[src/rtl/core/rtch_pkg.sv]
// Shared types, constants and the datapath step program of the ray/triangle block.
// No dependencies.
package rtch_pkg;

  localparam int INDEX_BITS_DEF = 16;
  localparam int CFG_IDX_W      = 4;
  localparam int Q_DEPTH        = 2;
  localparam int N_STEPS        = 24;
  localparam int STEP_W         = 5;
  localparam int DIV_BITS       = 48;
  localparam int DIV_CNT_W      = 6;

  localparam logic [CFG_IDX_W-1:0] REG_ORIGIN_X = 4'd0;
  localparam logic [CFG_IDX_W-1:0] REG_ORIGIN_Y = 4'd1;
  localparam logic [CFG_IDX_W-1:0] REG_ORIGIN_Z = 4'd2;
  localparam logic [CFG_IDX_W-1:0] REG_DIR_X    = 4'd3;
  localparam logic [CFG_IDX_W-1:0] REG_DIR_Y    = 4'd4;
  localparam logic [CFG_IDX_W-1:0] REG_DIR_Z    = 4'd5;
  localparam logic [CFG_IDX_W-1:0] REG_MIN_T    = 4'd6;
  localparam logic [CFG_IDX_W-1:0] REG_MAX_T    = 4'd7;

  typedef logic signed [31:0] q_t;

  localparam q_t Q_ZERO    = 32'sd0;
  localparam q_t Q_ONE     = 32'sd65536;
  localparam q_t Q_MAX     = 32'sh7FFF_FFFF;
  localparam q_t BARY_LO   = -32'sd1;
  localparam q_t BARY_HI   = 32'sd65537;
  localparam logic signed [33:0] BARY_SUM_HI = 34'sd65537;

  typedef struct packed {
    q_t ox; q_t oy; q_t oz;
    q_t dx; q_t dy; q_t dz;
  } ray_t;

  typedef enum logic [4:0] {
    SRC_DIR0, SRC_DIR1, SRC_DIR2,
    SRC_E1_0, SRC_E1_1, SRC_E1_2,
    SRC_E2_0, SRC_E2_1, SRC_E2_2,
    SRC_D0,   SRC_D1,   SRC_D2,
    SRC_S1_0, SRC_S1_1, SRC_S1_2,
    SRC_S2_0, SRC_S2_1, SRC_S2_2
  } src_t;

  typedef enum logic [1:0] {OP_LOAD, OP_ADD, OP_SUB} op_t;

  typedef enum logic [3:0] {
    DST_NONE, DST_S1_0, DST_S1_1, DST_S1_2, DST_DIV, DST_NB1,
    DST_S2_0, DST_S2_1, DST_S2_2, DST_NB2, DST_NT
  } dst_t;

  typedef struct packed {
    src_t a;
    src_t b;
    op_t  op;
    dst_t dst;
  } step_t;

  // work handed from front to back
  typedef struct packed {
    q_t          divisor;
    q_t          nb1;
    q_t          nb2;
    q_t          nt;
    logic [15:0] tri_id;
    logic        last;
  } job_t;

  typedef struct packed {
    logic        hit_found;
    logic [15:0] hit_index;
    q_t          hit_t;
  } res_t;

  typedef enum logic [1:0] {F_IDLE, F_RUN, F_PUSH} fstate_t;
  typedef enum logic [1:0] {B_IDLE, B_DIV, B_EVAL, B_EMIT} bstate_t;
  typedef enum logic [1:0] {PH_B1, PH_B2, PH_T} phase_t;

  function automatic q_t sat32(input logic signed [63:0] v);
    if (v > 64'sd2147483647) return 32'sh7FFF_FFFF;
    else if (v < -64'sd2147483648) return 32'sh8000_0000;
    else return v[31:0];
  endfunction

  function automatic step_t mk(input src_t a, input src_t b, input op_t op, input dst_t dst);
    step_t s;
    s.a = a; s.b = b; s.op = op; s.dst = dst;
    return s;
  endfunction

  // s1 = dir x e2, divisor = s1.e1, nb1 = d.s1, s2 = d x e1, nb2 = dir.s2, nt = e2.s2
  function automatic step_t prog(input logic [STEP_W-1:0] s);
    case (s)
      5'd0:  return mk(SRC_DIR1, SRC_E2_2, OP_LOAD, DST_NONE);
      5'd1:  return mk(SRC_DIR2, SRC_E2_1, OP_SUB,  DST_S1_0);
      5'd2:  return mk(SRC_DIR2, SRC_E2_0, OP_LOAD, DST_NONE);
      5'd3:  return mk(SRC_DIR0, SRC_E2_2, OP_SUB,  DST_S1_1);
      5'd4:  return mk(SRC_DIR0, SRC_E2_1, OP_LOAD, DST_NONE);
      5'd5:  return mk(SRC_DIR1, SRC_E2_0, OP_SUB,  DST_S1_2);
      5'd6:  return mk(SRC_S1_0, SRC_E1_0, OP_LOAD, DST_NONE);
      5'd7:  return mk(SRC_S1_1, SRC_E1_1, OP_ADD,  DST_NONE);
      5'd8:  return mk(SRC_S1_2, SRC_E1_2, OP_ADD,  DST_DIV);
      5'd9:  return mk(SRC_D0,   SRC_S1_0, OP_LOAD, DST_NONE);
      5'd10: return mk(SRC_D1,   SRC_S1_1, OP_ADD,  DST_NONE);
      5'd11: return mk(SRC_D2,   SRC_S1_2, OP_ADD,  DST_NB1);
      5'd12: return mk(SRC_D1,   SRC_E1_2, OP_LOAD, DST_NONE);
      5'd13: return mk(SRC_D2,   SRC_E1_1, OP_SUB,  DST_S2_0);
      5'd14: return mk(SRC_D2,   SRC_E1_0, OP_LOAD, DST_NONE);
      5'd15: return mk(SRC_D0,   SRC_E1_2, OP_SUB,  DST_S2_1);
      5'd16: return mk(SRC_D0,   SRC_E1_1, OP_LOAD, DST_NONE);
      5'd17: return mk(SRC_D1,   SRC_E1_0, OP_SUB,  DST_S2_2);
      5'd18: return mk(SRC_DIR0, SRC_S2_0, OP_LOAD, DST_NONE);
      5'd19: return mk(SRC_DIR1, SRC_S2_1, OP_ADD,  DST_NONE);
      5'd20: return mk(SRC_DIR2, SRC_S2_2, OP_ADD,  DST_NB2);
      5'd21: return mk(SRC_E2_0, SRC_S2_0, OP_LOAD, DST_NONE);
      5'd22: return mk(SRC_E2_1, SRC_S2_1, OP_ADD,  DST_NONE);
      5'd23: return mk(SRC_E2_2, SRC_S2_2, OP_ADD,  DST_NT);
      default: return mk(SRC_DIR0, SRC_DIR0, OP_LOAD, DST_NONE);
    endcase
  endfunction

endpackage

[src/rtl/core/rtch_back.sv]
// Back end: bit-serial divider for b1, b2 and t, barycentric and window tests,
// best-hit tracking and the result register. Depends on rtch_pkg.
module rtch_back #(
  parameter int INDEX_BITS = rtch_pkg::INDEX_BITS_DEF
) (
  input  logic           clk,
  input  logic           rst_n,
  input  rtch_pkg::q_t   min_t,
  input  rtch_pkg::q_t   max_t,
  input  rtch_pkg::job_t job,
  input  logic           job_valid,
  output logic           job_ready,
  output rtch_pkg::res_t res,
  output logic           res_valid,
  input  logic           res_ready
);

  localparam int DB = rtch_pkg::DIV_BITS;

  rtch_pkg::bstate_t state_r, state_nxt;
  rtch_pkg::phase_t  phase_r, phase_nxt;
  rtch_pkg::job_t    job_r;
  logic [rtch_pkg::DIV_CNT_W-1:0] cnt_r;
  logic [DB-1:0]     n_r;
  logic [31:0]       rem_r, dv_r;
  logic              neg_r;
  rtch_pkg::q_t      b1_r, best_t_r;
  logic [INDEX_BITS-1:0] best_idx_r;
  logic              any_r;
  rtch_pkg::res_t    out_r;
  logic              out_v_r;

  logic              start, take_hit, emit;
  rtch_pkg::q_t      start_num, start_den, qv, cap;
  logic [32:0]       rem_sh;
  logic              ge;
  logic signed [DB:0] qs;

  assign job_ready = (state_r == rtch_pkg::B_IDLE);
  assign res       = out_r;
  assign res_valid = out_v_r;

  assign rem_sh = {rem_r, n_r[DB-1]};
  assign ge     = (rem_sh >= {1'b0, dv_r});
  assign qs     = neg_r ? -$signed({1'b0, n_r}) : $signed({1'b0, n_r});
  assign qv     = rtch_pkg::sat32(64'(qs));
  assign cap    = any_r ? best_t_r : max_t;

  always_comb begin
    state_nxt = state_r;
    phase_nxt = phase_r;
    start     = 1'b0;
    start_num = job_r.nb1;
    take_hit  = 1'b0;
    emit      = 1'b0;
    case (state_r)
      rtch_pkg::B_IDLE: begin
        if (job_valid) begin
          if (job.divisor == rtch_pkg::Q_ZERO) begin
            state_nxt = job.last ? rtch_pkg::B_EMIT : rtch_pkg::B_IDLE;
          end else begin
            start     = 1'b1;
            start_num = job.nb1;
            phase_nxt = rtch_pkg::PH_B1;
            state_nxt = rtch_pkg::B_DIV;
          end
        end
      end
      rtch_pkg::B_DIV: begin
        if (cnt_r == rtch_pkg::DIV_CNT_W'(DB - 1)) state_nxt = rtch_pkg::B_EVAL;
      end
      rtch_pkg::B_EVAL: begin
        state_nxt = job_r.last ? rtch_pkg::B_EMIT : rtch_pkg::B_IDLE;
        case (phase_r)
          rtch_pkg::PH_B1: begin
            if (!(qv < rtch_pkg::BARY_LO || qv > rtch_pkg::BARY_HI)) begin
              start     = 1'b1;
              start_num = job_r.nb2;
              phase_nxt = rtch_pkg::PH_B2;
              state_nxt = rtch_pkg::B_DIV;
            end
          end
          rtch_pkg::PH_B2: begin
            if (!(qv < rtch_pkg::BARY_LO ||
                  (34'(b1_r) + 34'(qv)) > rtch_pkg::BARY_SUM_HI)) begin
              start     = 1'b1;
              start_num = job_r.nt;
              phase_nxt = rtch_pkg::PH_T;
              state_nxt = rtch_pkg::B_DIV;
            end
          end
          rtch_pkg::PH_T: begin
            take_hit = (qv >= min_t) && (qv <= cap);
          end
          default: ;
        endcase
      end
      rtch_pkg::B_EMIT: begin
        if (!out_v_r || res_ready) begin
          emit      = 1'b1;
          state_nxt = rtch_pkg::B_IDLE;
        end
      end
      default: state_nxt = rtch_pkg::B_IDLE;
    endcase
    start_den = (state_r == rtch_pkg::B_IDLE) ? job.divisor : job_r.divisor;
  end

  always_ff @(posedge clk) begin
    if (!rst_n) begin
      state_r    <= rtch_pkg::B_IDLE;
      phase_r    <= rtch_pkg::PH_B1;
      any_r      <= 1'b0;
      best_idx_r <= '0;
      out_v_r    <= 1'b0;
    end else begin
      state_r <= state_nxt;
      phase_r <= phase_nxt;
      if (emit) begin
        any_r      <= 1'b0;
        best_idx_r <= '0;
      end else if (take_hit) begin
        any_r      <= 1'b1;
        best_idx_r <= INDEX_BITS'(job_r.tri_id);
      end
      if (emit) out_v_r <= 1'b1;
      else if (res_ready) out_v_r <= 1'b0;
    end
  end

  always_ff @(posedge clk) begin
    if (job_valid && job_ready) job_r <= job;
    if (start) begin
      n_r   <= {(start_num[31] ? (~start_num + 1'b1) : start_num), 16'b0};
      dv_r  <= start_den[31] ? (~start_den + 1'b1) : start_den;
      neg_r <= start_num[31] ^ start_den[31];
      rem_r <= '0;
      cnt_r <= '0;
    end else if (state_r == rtch_pkg::B_DIV) begin
      rem_r <= ge ? 32'(rem_sh - {1'b0, dv_r}) : rem_sh[31:0];
      n_r   <= {n_r[DB-2:0], ge};
      cnt_r <= cnt_r + 1'b1;
    end
    if (state_r == rtch_pkg::B_EVAL && phase_r == rtch_pkg::PH_B1) b1_r <= qv;
    if (take_hit) best_t_r <= qv;
    if (emit) begin
      out_r.hit_found <= any_r;
      out_r.hit_index <= any_r ? 16'(best_idx_r) : 16'd0;
      out_r.hit_t     <= any_r ? best_t_r : max_t;
    end
  end

endmodule

[config.mk]
export PLATFORM = sky130hd
export DESIGN_NAME = rtch_back
export DESIGN_NICKNAME = d
export VERILOG_FILES = /design/src/rtl/core/rtch_pkg.sv /design/src/rtl/core/rtch_back.sv
export SDC_FILE = /design/constraint.sdc
export NUM_CORES = 1
export LEC_CHECK = 0
export BUFFER_PORTS_ARGS = -buffer_cell sky130_fd_sc_hd__buf_2
export CELL_PAD_IN_SITES_DETAIL_PLACEMENT = 0
export CELL_PAD_IN_SITES_GLOBAL_PLACEMENT = 1
export CORE_ASPECT_RATIO = 0.9
export CORE_MARGIN = 5
export CORE_UTILIZATION = 40
export DETAILED_ROUTE_END_ITERATION = 8
export GPL_ROUTABILITY_DRIVEN = 0
export PLACE_DENSITY_LB_ADDON = 0.12
export SYNTH_ARGS = -nofsm -noshare
export SYNTH_HDL_FRONTEND = slang
export SYNTH_SLANG_ARGS = --single-unit
[constraint.sdc]
create_clock -name clk -period 10.85 [get_ports clk]
set_clock_uncertainty 0.05 [all_clocks]
set_input_delay 0.5425 -clock clk [delete_from_list [all_inputs] [get_ports clk]]
set_output_delay 0.5425 -clock clk [all_outputs]
set_load 0.05 [all_outputs]
==> metrics.md, run 1 <==
| Metric | Value |
|---|---|
| Status | finished clean |
| Final setup fails | 0 |
| Clk sinks | 399 |
| Leakage | 11.13 nW |
| Worst path max stage delay | 810 ps |
| Ratio of cells with drive above 1 in the final layout | 0.1727 |
| Post-synth net total | 2861 |
| Combinational power share | 0.371 |
| Fmax achieved | 99.58 MHz |
| Slowest CP cell | or4b_2 |
| Max cap viols | 0 |
| Via count | 20346 |
| Total CTS buffers | 48 |
| Sequential share of power | 0.354 |
| Root Buffer Master | clkbuf_16 |
| Initial Util | 0.4032 |
| CP max FO | 18 |
| Total power | 5.925 mW |
| Total negative slack | 0 ps |
| CTS max path bufs | 3 |
| Initial antenna violation count | 4 |
| Post-route minimum period | 10040 ps |
| Fin. Hold Viols | 0 |
| CP Class | reg -> reg |
| Nets | 3111 |
| Net Switching | 2.211 mW |
| M1 GR Usage | 0.3024 |
| Peak supply drop | 0.1200 mV |
| Sw frac | 0.3731 |
| GRT Resource Usage Total | 0.2139 |
| Area delta synth->final | 16.17% |
| Drt total wl | 73.51 mm |
| Post-synthesis cell area | 24680 um2 |
| Initial DRC count | 1433 |
| Clock transition at path regs | 60 ps |
| Ys async rst share | 0 |
| GRT met3 Usage | 0.03034 |
| R2r endpoint | n_r[36]$_DFFE_PP_ |
| Area after DPL | 27030 um2 |
| Router iterations before antenna repair | 5 |
| CTS tree | yes |
| Power Density | 206.6 nW/um2 |
| Port buffer count | 263 |
| First-pass GRT wire length | 114.6 mm |
| Total grt overflow | 0 |
| H-Tree Depth | 2 |
| Worst Tran Pin Value | 1050 ps |
| Crit path to | n_r[36]$_DFFE_PP_ |
| WP data required | 11150 ps |
| I/O pins | 264 |
| Die Ht | 245.7 um |
| Vias in the first global route | 19928 |
| Most used cell, CP | buf_4 |
| Seq/Total Area, Yosys | 0.4546 |
| Post-synth EDFFs | 323 |
| Clock latency on the worst-skew pair | 600 ps |
| Final Cycle Share | 0.9255 |
| Post-synth cell types | 93 |
| Slew Limit Fails | 0 |
| Yosys warns | 0 |
| Gate Count Post-Synth | 2514 |
| Width of the die | 271.9 um |
| DRC violations left | 0 |
| Worst r2r src | n_r[18]$_DFFE_PP_ |
| Via density | 5.655 |
| Path depth of the worst reg2reg path | 35 |
| GR Util met2 | 0.3433 |
| Critical path data arrival time | 10340 ps |
| CORE AREA | 61230 um2 |
| Routed WL per cell | 20.43 um |
| Prevailing post-synth register cell | edfxtp_1 |
| Relative slew slack | 0.2997 |
| Crit end category | register |
| GRT Max-Usage Layer | met2 |
| Synth Register Bits | 399 |
| Hold WS | 62.76 ps |
| Detail Route Antenna Nets | 0 |
| RSZ-0062 raised after global routing | false |
| Largest net degree at the start of global routing | 78 |
| R2R Setup Slk | 810 ps |
| Fin area | 28670 um2 |
| Clock Power Share | 0.275 |
| Critical Path Source Type | register |
| Hold Crit Class | in -> reg |
| Internal | 3.714 mW |
| Syn_area_per_cell | 9.818 um2 |
| Post-DP HPWL | 55.01 mm |
| Placement Rows | 86 |
| CP Launch Point | n_r[18]$_DFFE_PP_ |
| Die ar. | 66780 um2 |
## worst max-delay path, delay by kind of cell, from the launching register on
kind	cells	cell delay [ps]
AND/OR/NAND/NOR	13	4240
AO/OA/AOI/OAI	11	2740
buffers and inverters	6	1100
adder cells (fa/ha/maj)	2	570
flip-flops	1	530
XOR/XNOR	3	510
## placed cells by master (no fill, tap or decap), types with 30 or more instances in the layout
cell type / instances
nor2_1: 153
mux2i_1: 106
xor2_1: 63
ha_1: 132
nand2b_1: 38
nor4_1: 45
edfxtp_1: 323
nand2_1: 232
nor3_1: 62
o21ai_0: 199
a21oi_1: 109
xnor2_1: 60
dfxtp_1: 75
inv_1: 152
nand4_1: 49
nor2b_1: 30
nand3_1: 65
buf_4: 64
buf_2: 263
a31oi_1: 30
clkbuf_16: 48
## power groups by stage
stage | clock (mW) | sequential, mW | combinational, mW
5_1_grt | 1.74 | 2.12 | 2.45
2_1_floorplan | 0 | 2.05 | 1.59
6_report | 1.63 | 2.10 | 2.20
3_5_place_dp | 0 | 2.12 | 2.18
3_3_place_gp | 0 | 2.12 | 2.17
4_1_cts | 1.68 | 2.09 | 2.19
## worst min path at each step
stage                                 startpoint                          to  depth (start not counted)
after detailed placement      job_r[2]$_DFFE_PP_  best_idx_r[1]$_SDFFE_PP0P_                          2
after global placement    rem_r[31]$_SDFFE_PP0P_      rem_r[31]$_SDFFE_PP0P_                          2
final                                    job[52]         job_r[52]$_DFFE_PP_                          1
after floorplan               any_r$_SDFFE_PP0P_           res[48]$_DFFE_PP_                          0
after global routing                     job[52]         job_r[52]$_DFFE_PP_                          1
after CTS                                job[57]         job_r[57]$_DFFE_PP_                          1
## cells in the mapped netlist (26+ instances only)
cell / number / share of area
edfxtp_1: 323 / 0.39
nand2_1: 233 / 0.035
o21ai_0: 202 / 0.041
nor2_1: 154 / 0.023
inv_1: 153 / 0.023
ha_1: 132 / 0.067
a21oi_1: 110 / 0.022
mux2i_1: 106 / 0.043
clkbuf_1: 104 / 0.016
dfxtp_1: 76 / 0.062
nand3_1: 65 / 0.013
nor3_1: 64 / 0.013
xor2_1: 63 / 0.022
xnor2_1: 60 / 0.021
nand4_1: 49 / 0.012
nor4_1: 45 / 0.011
nand2b_1: 38 / 0.0096
nor2b_1: 32 / 0.0081
a31oi_1: 30 / 0.0076
and2_1: 28 / 0.0071
o22ai_1: 26 / 0.0066
## final cells by class
class                           count  area, um2
Inverter                          153      574.3
Tap cell                          792      991.0
Timing Repair Buffer              327       1797
Antenna cell                        3      7.507
Fill cell                        5805      32550
Multi-Input combinational cell   1835      12470
Clock inverter                     26      286.5
Clock buffer                       63       1328
Sequential cell                   399      11220
## cell families (layout without fill, tap and decap cells)
group | Yosys count | after routing | share of synthesized area
xor+xnor | 123 | 123 | 0.04364
mux | 109 | 109 | 0.04435
fa+ha+maj | 134 | 134 | 0.06853
simple gates | 832 | 832 | 0.1745
compound gates | 637 | 637 | 0.1709
buf+inv | 280 | 569 | 0.04349
flops | 399 | 399 | 0.4546
other cells | 0 | 3 | 0
## metal layers
layer,up-vias,share of wire
li1,9905,-
met1,9723,0.47
met2,612,0.45
met3,106,0.054
met4,0,0.027
met5,-,0
## registers in the layout, indices dropped and copies added, names as in the netlist, 6 cells and up
signal,count
cnt_r,6
best_idx_r,16
n_r,48
job_r,145
best_t_r,32
b1_r,32
dv_r,32
rem_r,32
res,49
## per-stage QoR
step                      worst slack [ps]  cells    util
after floorplan                       1447   2514       -
after global placement               650.3   3505  0.4415
after detailed placement             288.8   3505  0.4415
after CTS                            264.1   3594  0.4678
after global routing                 7.343   3598  0.4683
final                                807.9   3598  0.4683
## what timing repair did
| item | in CTS | in global routing |
|---|---|---|
| hold buffers | 0 | 0 |
| gates resized for setup | 0 | 5 |
| hold endpoints to repair | 0 | 0 |
| setup buffers | 0 | 1 |
| endpoints found under the setup margin | 0 | 27 |
Note: power is estimated with default switching activity, not from simulation.
==> inputs of run 2 (changes only) <==
--- a/config.mk
+++ b/config.mk
@@ -14,6 +14,7 @@
 export DETAILED_ROUTE_END_ITERATION = 8
 export GPL_ROUTABILITY_DRIVEN = 0
 export PLACE_DENSITY_LB_ADDON = 0.12
+export RECOVER_POWER = 25
 export SYNTH_ARGS = -nofsm -noshare
 export SYNTH_HDL_FRONTEND = slang
 export SYNTH_SLANG_ARGS = --single-unit
==> metrics.md, run 2 (synthesis gave the netlist of run 1 again) <==
| Metric | Value |
|---|---|
| CP max FO | 18 |
| Most used cell, CP | buf_4 |
| R2R Setup Slk | 770 ps |
| Via density | 5.651 |
| # fillers | 5839 |
| Fmax achieved | 99.25 MHz |
| Final Cycle Share | 0.9286 |
| Fin area | 28580 um2 |
| Nets | 3111 |
| CTS tree | yes |
| Top reg by flops | job_r |
| Power Density | 207.2 nW/um2 |
| WHS Path Cells | 1 |
| Largest register FFs | 145 |
| Clock latency on the worst-skew pair | 600 ps |
| Ratio of cells with drive above 1 in the final layout | 0.1463 |
| Clk sinks | 399 |
| Worst Tran Pin Value | 3277 ps |
| Die ar. | 66780 um2 |
| Initial DRC count | 1406 |
| Post-DP HPWL | 55.01 mm |
| Area after DPL | 27030 um2 |
| Total negative slack | 0 ps |
| Leakage | 10.92 nW |
| Hold path start | job[52] |
| Relative slew slack | -1.185 |
| CP Class | reg -> reg |
| Commonest non-fill, non-tap cells in the layout | edfxtp_1, nand2_1, o21ai_0, buf_2, nor2_1 |
| WP buf/inv | 6 |
| Die Ht | 245.7 um |
| H-Tree Depth | 2 |
| Total CTS buffers | 48 |
| Slowest CP cell | or4b_2 |
| Placement Rows | 86 |
| Post-route minimum period | 10080 ps |
| I/O pins | 264 |
| Most common cell after layout, fill and taps aside | edfxtp_1 |
| Path depth of the worst reg2reg path | 35 |
| Failing checks | capacitance limit, slew limit |
| CTS max path bufs | 3 |
| Detail Route Antenna Nets | 0 |
| Hold EP | job_r[52]$_DFFE_PP_ |
| Total grt overflow | 0 |
| Worst path max stage delay | 820 ps |
| Max cap viols | 1 |
| Largest net degree at the start of global routing | 78 |
| Via count | 20332 |
| Port buffer count | 263 |
| WP data required | 11150 ps |
| Root Buffer Master | clkbuf_16 |
| Status | finished, violations left |
| Post-CTS Hold Buffers | 0 |
| R2r endpoint | n_r[36]$_DFFE_PP_ |
| Initial antenna violation count | 4 |
| Delay-heaviest family, CP | simple AND/OR/NAND/NOR gates |
| Critical Path Source Type | register |
| Width of the die | 271.9 um |
| Clock transition at path regs | 60 ps |
| Hold Crit Class | in -> reg |
| Slew Limit Fails | 51 |
| RSZ-0062 raised after global routing | false |
| CORE AREA | 61230 um2 |
| Critical path data arrival time | 10370 ps |
| Router iterations before antenna repair | 5 |
| Drt total wl | 73.53 mm |
| Area delta synth->final | 15.77% |
| Fin. Hold Viols | 0 |
| Initial Util | 0.4032 |
| Worst r2r src | n_r[18]$_DFFE_PP_ |
| Crit end category | register |
| Peak supply drop | 0.1199 mV |
| Routed WL per cell | 20.44 um |
| GRT Resource Usage Total | 0.2139 |
| Vias in the first global route | 19928 |
| DRC violations left | 0 |
| First-pass GRT wire length | 114.6 mm |
| Final setup fails | 0 |
==> run 2: area by class of cell <==
class | instances | area, um2 | share of cell area
clock inverter | 26 | 286.5 | 0.01003
timing repair buffer | 327 | 1700 | 0.05950
sequential | 399 | 11220 | 0.3927
multi-input combinational | 1835 | 12470 | 0.4363
clock buffer | 63 | 1328 | 0.04645
tap | 792 | 991.0 | 0.03468
antenna | 3 | 7.507 | 0.0002627
inverter | 153 | 574.3 | 0.02010
==> run 2: per-layer routing <==
| metal | track usage | wire (um) | share of wire |
|---|---|---|---|
| met5 | 0 | 0 | 0 |
| met4 | 0.06369 | 1936 | 0.026 |
| met3 | 0.03034 | 3981 | 0.054 |
| met2 | 0.3433 | 33420 | 0.45 |
| met1 | 0.3024 | 34190 | 0.47 |
==> run 2: per-stage QoR <==
step                cells  hold WS (ps)  total power, mW  setup WS (ps)    util
finish               3598         62.33            5.923          774.5  0.4668
global route         3598         28.90            6.304          7.343  0.4668
CTS                  3594         19.49            5.965          264.1  0.4678
detailed placement   3505         422.2            4.305          288.8  0.4415
global placement     3505         407.7            4.285          650.3  0.4415
floorplan            2514         356.4            3.633           1447       -
==> run 2: how the worst max path moves through the flow <==
| stage | start | end | cells past startpoint | slack, ps |
|---|---|---|---|---|
| after floorplan | n_r[11]$_SDFFE_PP0P_ | dv_r[0]$_DFFE_PP_ | 33 | 1450 |
| after global placement | n_r[29]$_DFFE_PP_ | n_r[36]$_DFFE_PP_ | 34 | 650 |
| after detailed placement | n_r[29]$_DFFE_PP_ | n_r[36]$_DFFE_PP_ | 34 | 290 |
| after CTS | n_r[29]$_DFFE_PP_ | n_r[36]$_DFFE_PP_ | 34 | 260 |
| after global routing | n_r[18]$_DFFE_PP_ | n_r[36]$_DFFE_PP_ | 35 | 7 |
| final | n_r[18]$_DFFE_PP_ | n_r[36]$_DFFE_PP_ | 35 | 770 |
==> run 2: power breakdown <==
| group | leakage, nW | internal, mW | switching (mW) |
|---|---|---|---|
| Sequential | 3.68 | 1.92 | 0.182 |
| Clock | 0.784 | 0.963 | 0.666 |
| Combinational | 6.45 | 0.833 | 1.36 |
| Total | 10.9 | 3.71 | 2.21 |
==> run 2: worst register-to-register path: cells and delay by family (launching register included) <==
family / cells / cell delay [ps]
simple gates: 13 / 4310
fa+ha+maj: 2 / 580
buf+inv: 6 / 1110
xor+xnor: 3 / 510
compound gates: 11 / 2730
flops: 1 / 540
==> run 2: what timing repair did <==
action,CTS,global route
endpoints found under the setup margin,0,27
buffers inserted,0,1
gates resized for setup,0,5
==> inputs of run 3 (changes only) <==
==> constraint.sdc (replaced) <==
create_clock -name clk -period 9.4 [get_ports clk]
set_clock_uncertainty 0.05 [all_clocks]
set_input_delay 0.47 -clock clk [delete_from_list [all_inputs] [get_ports clk]]
set_output_delay 0.47 -clock clk [all_outputs]
set_load 0.05 [all_outputs]
==> metrics.md, run 3 (synthesis gave the netlist of run 1 again) <==
| Metric | Value |
|---|---|
| I/O pins | 264 |
| Area of the multi-input gates | 12610 um2 |
| Via count | 21026 |
| Area delta synth->final | 21.88% |
| First-pass GRT wire length | 118.4 mm |
| Worst r2r src | n_r[15]$_SDFFE_PP0P_ |
| CORE AREA | 61230 um2 |
| Largest net degree at the start of global routing | 78 |
| Fmax achieved | 111.9 MHz |
| Width of the die | 271.9 um |
| Commonest non-fill, non-tap cells in the layout | edfxtp_1, nand2_1, o21ai_0, buf_2, nor2_1 |
| GRT Resource Usage Total | 0.2210 |
| CP Class | reg -> reg |
| Initial antenna violation count | 5 |
| Placement Rows | 86 |
| Vias in the first global route | 20727 |
| Routed WL per cell | 20.31 um |
| Worst Tran Pin Value | 2425 ps |
| Dpl cells | 3572 |
| Clk sinks | 399 |
| Critical Path Source Type | register |
| Total power | 6.904 mW |
| Top reg by flops | job_r |
| Setup WS post-layout | 459.6 ps |
| Hold Crit Class | in -> reg |
| Delay-heaviest family, CP | simple AND/OR/NAND/NOR gates |
| Max cap viols | 1 |
| Peak supply drop | 0.1604 mV |
| Crit end category | register |
| Clock transition at path regs | 60 ps |
| CTS tree | yes |
| Ratio of cells with drive above 1 in the final layout | 0.1568 |
| Detail Route Antenna Nets | 0 |
| Failing checks | capacitance limit, slew limit |
| WP buf/inv | 4 |
| Total grt overflow | 0 |
| Slew Limit Fails | 36 |
| Storage element area | 11220 um2 |
| Leakage | 11.55 nW |
| Final setup fails | 0 |
| Die ar. | 66780 um2 |
| Clock latency on the worst-skew pair | 600 ps |
| Critical path data arrival time | 9230 ps |
| Path depth of the worst reg2reg path | 32 |
| Place WS | -300.6 ps |
| Final Cycle Share | 0.9511 |
| CTS max path bufs | 3 |
| WHS Path Cells | 1 |
| Hold EP | job_r[81]$_DFFE_PP_ |
| Relative slew slack | -0.6164 |
| Initial Util | 0.4032 |
| DRC violations left | 0 |
| Post-DP HPWL | 57.02 mm |
| Power Density | 229.5 nW/um2 |
| Die Ht | 245.7 um |
| Total negative slack | 0 ps |
| Fin cells | 3761 |
| # fillers | 5662 |
| Area after DPL | 27570 um2 |
| Port buffer count | 263 |
| Most common cell after layout, fill and taps aside | edfxtp_1 |
| Initial DRC count | 1442 |
| Nets | 3275 |
| H-Tree Depth | 2 |
| Fin area | 30090 um2 |
| Most used cell, CP | buf_4 |
| WP data required | 9690 ps |
| Hold path start | job[81] |
| Drt total wl | 76.39 mm |
| Via density | 5.591 |
| R2R Setup Slk | 460 ps |
| CP max FO | 11 |
| Root Buffer Master | clkbuf_16 |
| Worst path max stage delay | 710 ps |
| Post-route minimum period | 8940 ps |
| Slowest CP cell | or4b_2 |
| Router iterations before antenna repair | 5 |
| Status | finished, violations left |
| Largest register FFs | 145 |
| R2r endpoint | n_r[36]$_DFFE_PP_ |
| Fin. Hold Viols | 0 |
| Total CTS buffers | 46 |
-- run 3: changes by cell type in the layout (fill, tap and decap cells not counted), moves of 4 or more --
| cell | previous run | this run |
|---|---|---|
| clkbuf_1 | 81 | 106 |
| clkbuf_8 | 7 | 1 |
| dlygate4sd3_1 | 0 | 98 |
| buf_4 | 62 | 129 |
| o21ai_2 | 1 | 5 |
| buf_2 | 192 | 163 |
| o21ai_0 | 199 | 193 |
| clkinvlp_4 | 4 | 8 |
-- run 3: routing by layer --
layer  wire [um]  global-route usage
met5           0                   0
met4        2540             0.07523
met3        3480             0.02790
met2       35040              0.3604
met1       35330              0.3059
-- run 3: worst max-delay path by stage --
stage                               from                end  slack, ps  cells after the start
finish              n_r[15]$_SDFFE_PP0P_  n_r[36]$_DFFE_PP_        460                     32
floorplan           n_r[11]$_SDFFE_PP0P_  n_r[36]$_DFFE_PP_        110                     37
CTS                    n_r[16]$_DFFE_PP_  n_r[36]$_DFFE_PP_         60                     33
global route           n_r[31]$_DFFE_PP_  n_r[36]$_DFFE_PP_        -20                     33
detailed placement     n_r[16]$_DFFE_PP_  n_r[36]$_DFFE_PP_       -300                     31
global placement       n_r[16]$_DFFE_PP_  n_r[36]$_DFFE_PP_        -60                     30
-- run 3: what timing repair did --
item                                    CTS  global route
endpoints found under the setup margin   10           109
gates resized for setup                   3            33
cloned                                    0             0
setup buffers                             0             2
hold buffers                             98             0
pin swaps                                 0             1
hold endpoints to repair                 98             0
-- run 3: metrics by stage --
stage               utilization  hold slack (ps)
floorplan                     -            356.4
global placement         0.4502            407.0
detailed placement       0.4502            426.0
CTS                      0.4909            1.405
global route             0.4913            45.02
finish                   0.4914            50.65
-- run 3: final cells by class --
class,instances,share of cell area
multi-input combinational,1835,0.4192
inverter,153,0.01909
clock buffer,53,0.03947
clock inverter,32,0.01015
timing repair buffer,493,0.1059
tap,792,0.03294
antenna,4,0.0003327
sequential,399,0.3730
-- run 3: power breakdown --
group	internal (mW)	switching, mW	total, mW
clock	1.00	0.778	1.78
sequential	2.21	0.158	2.37
combinational	1.08	1.68	2.76
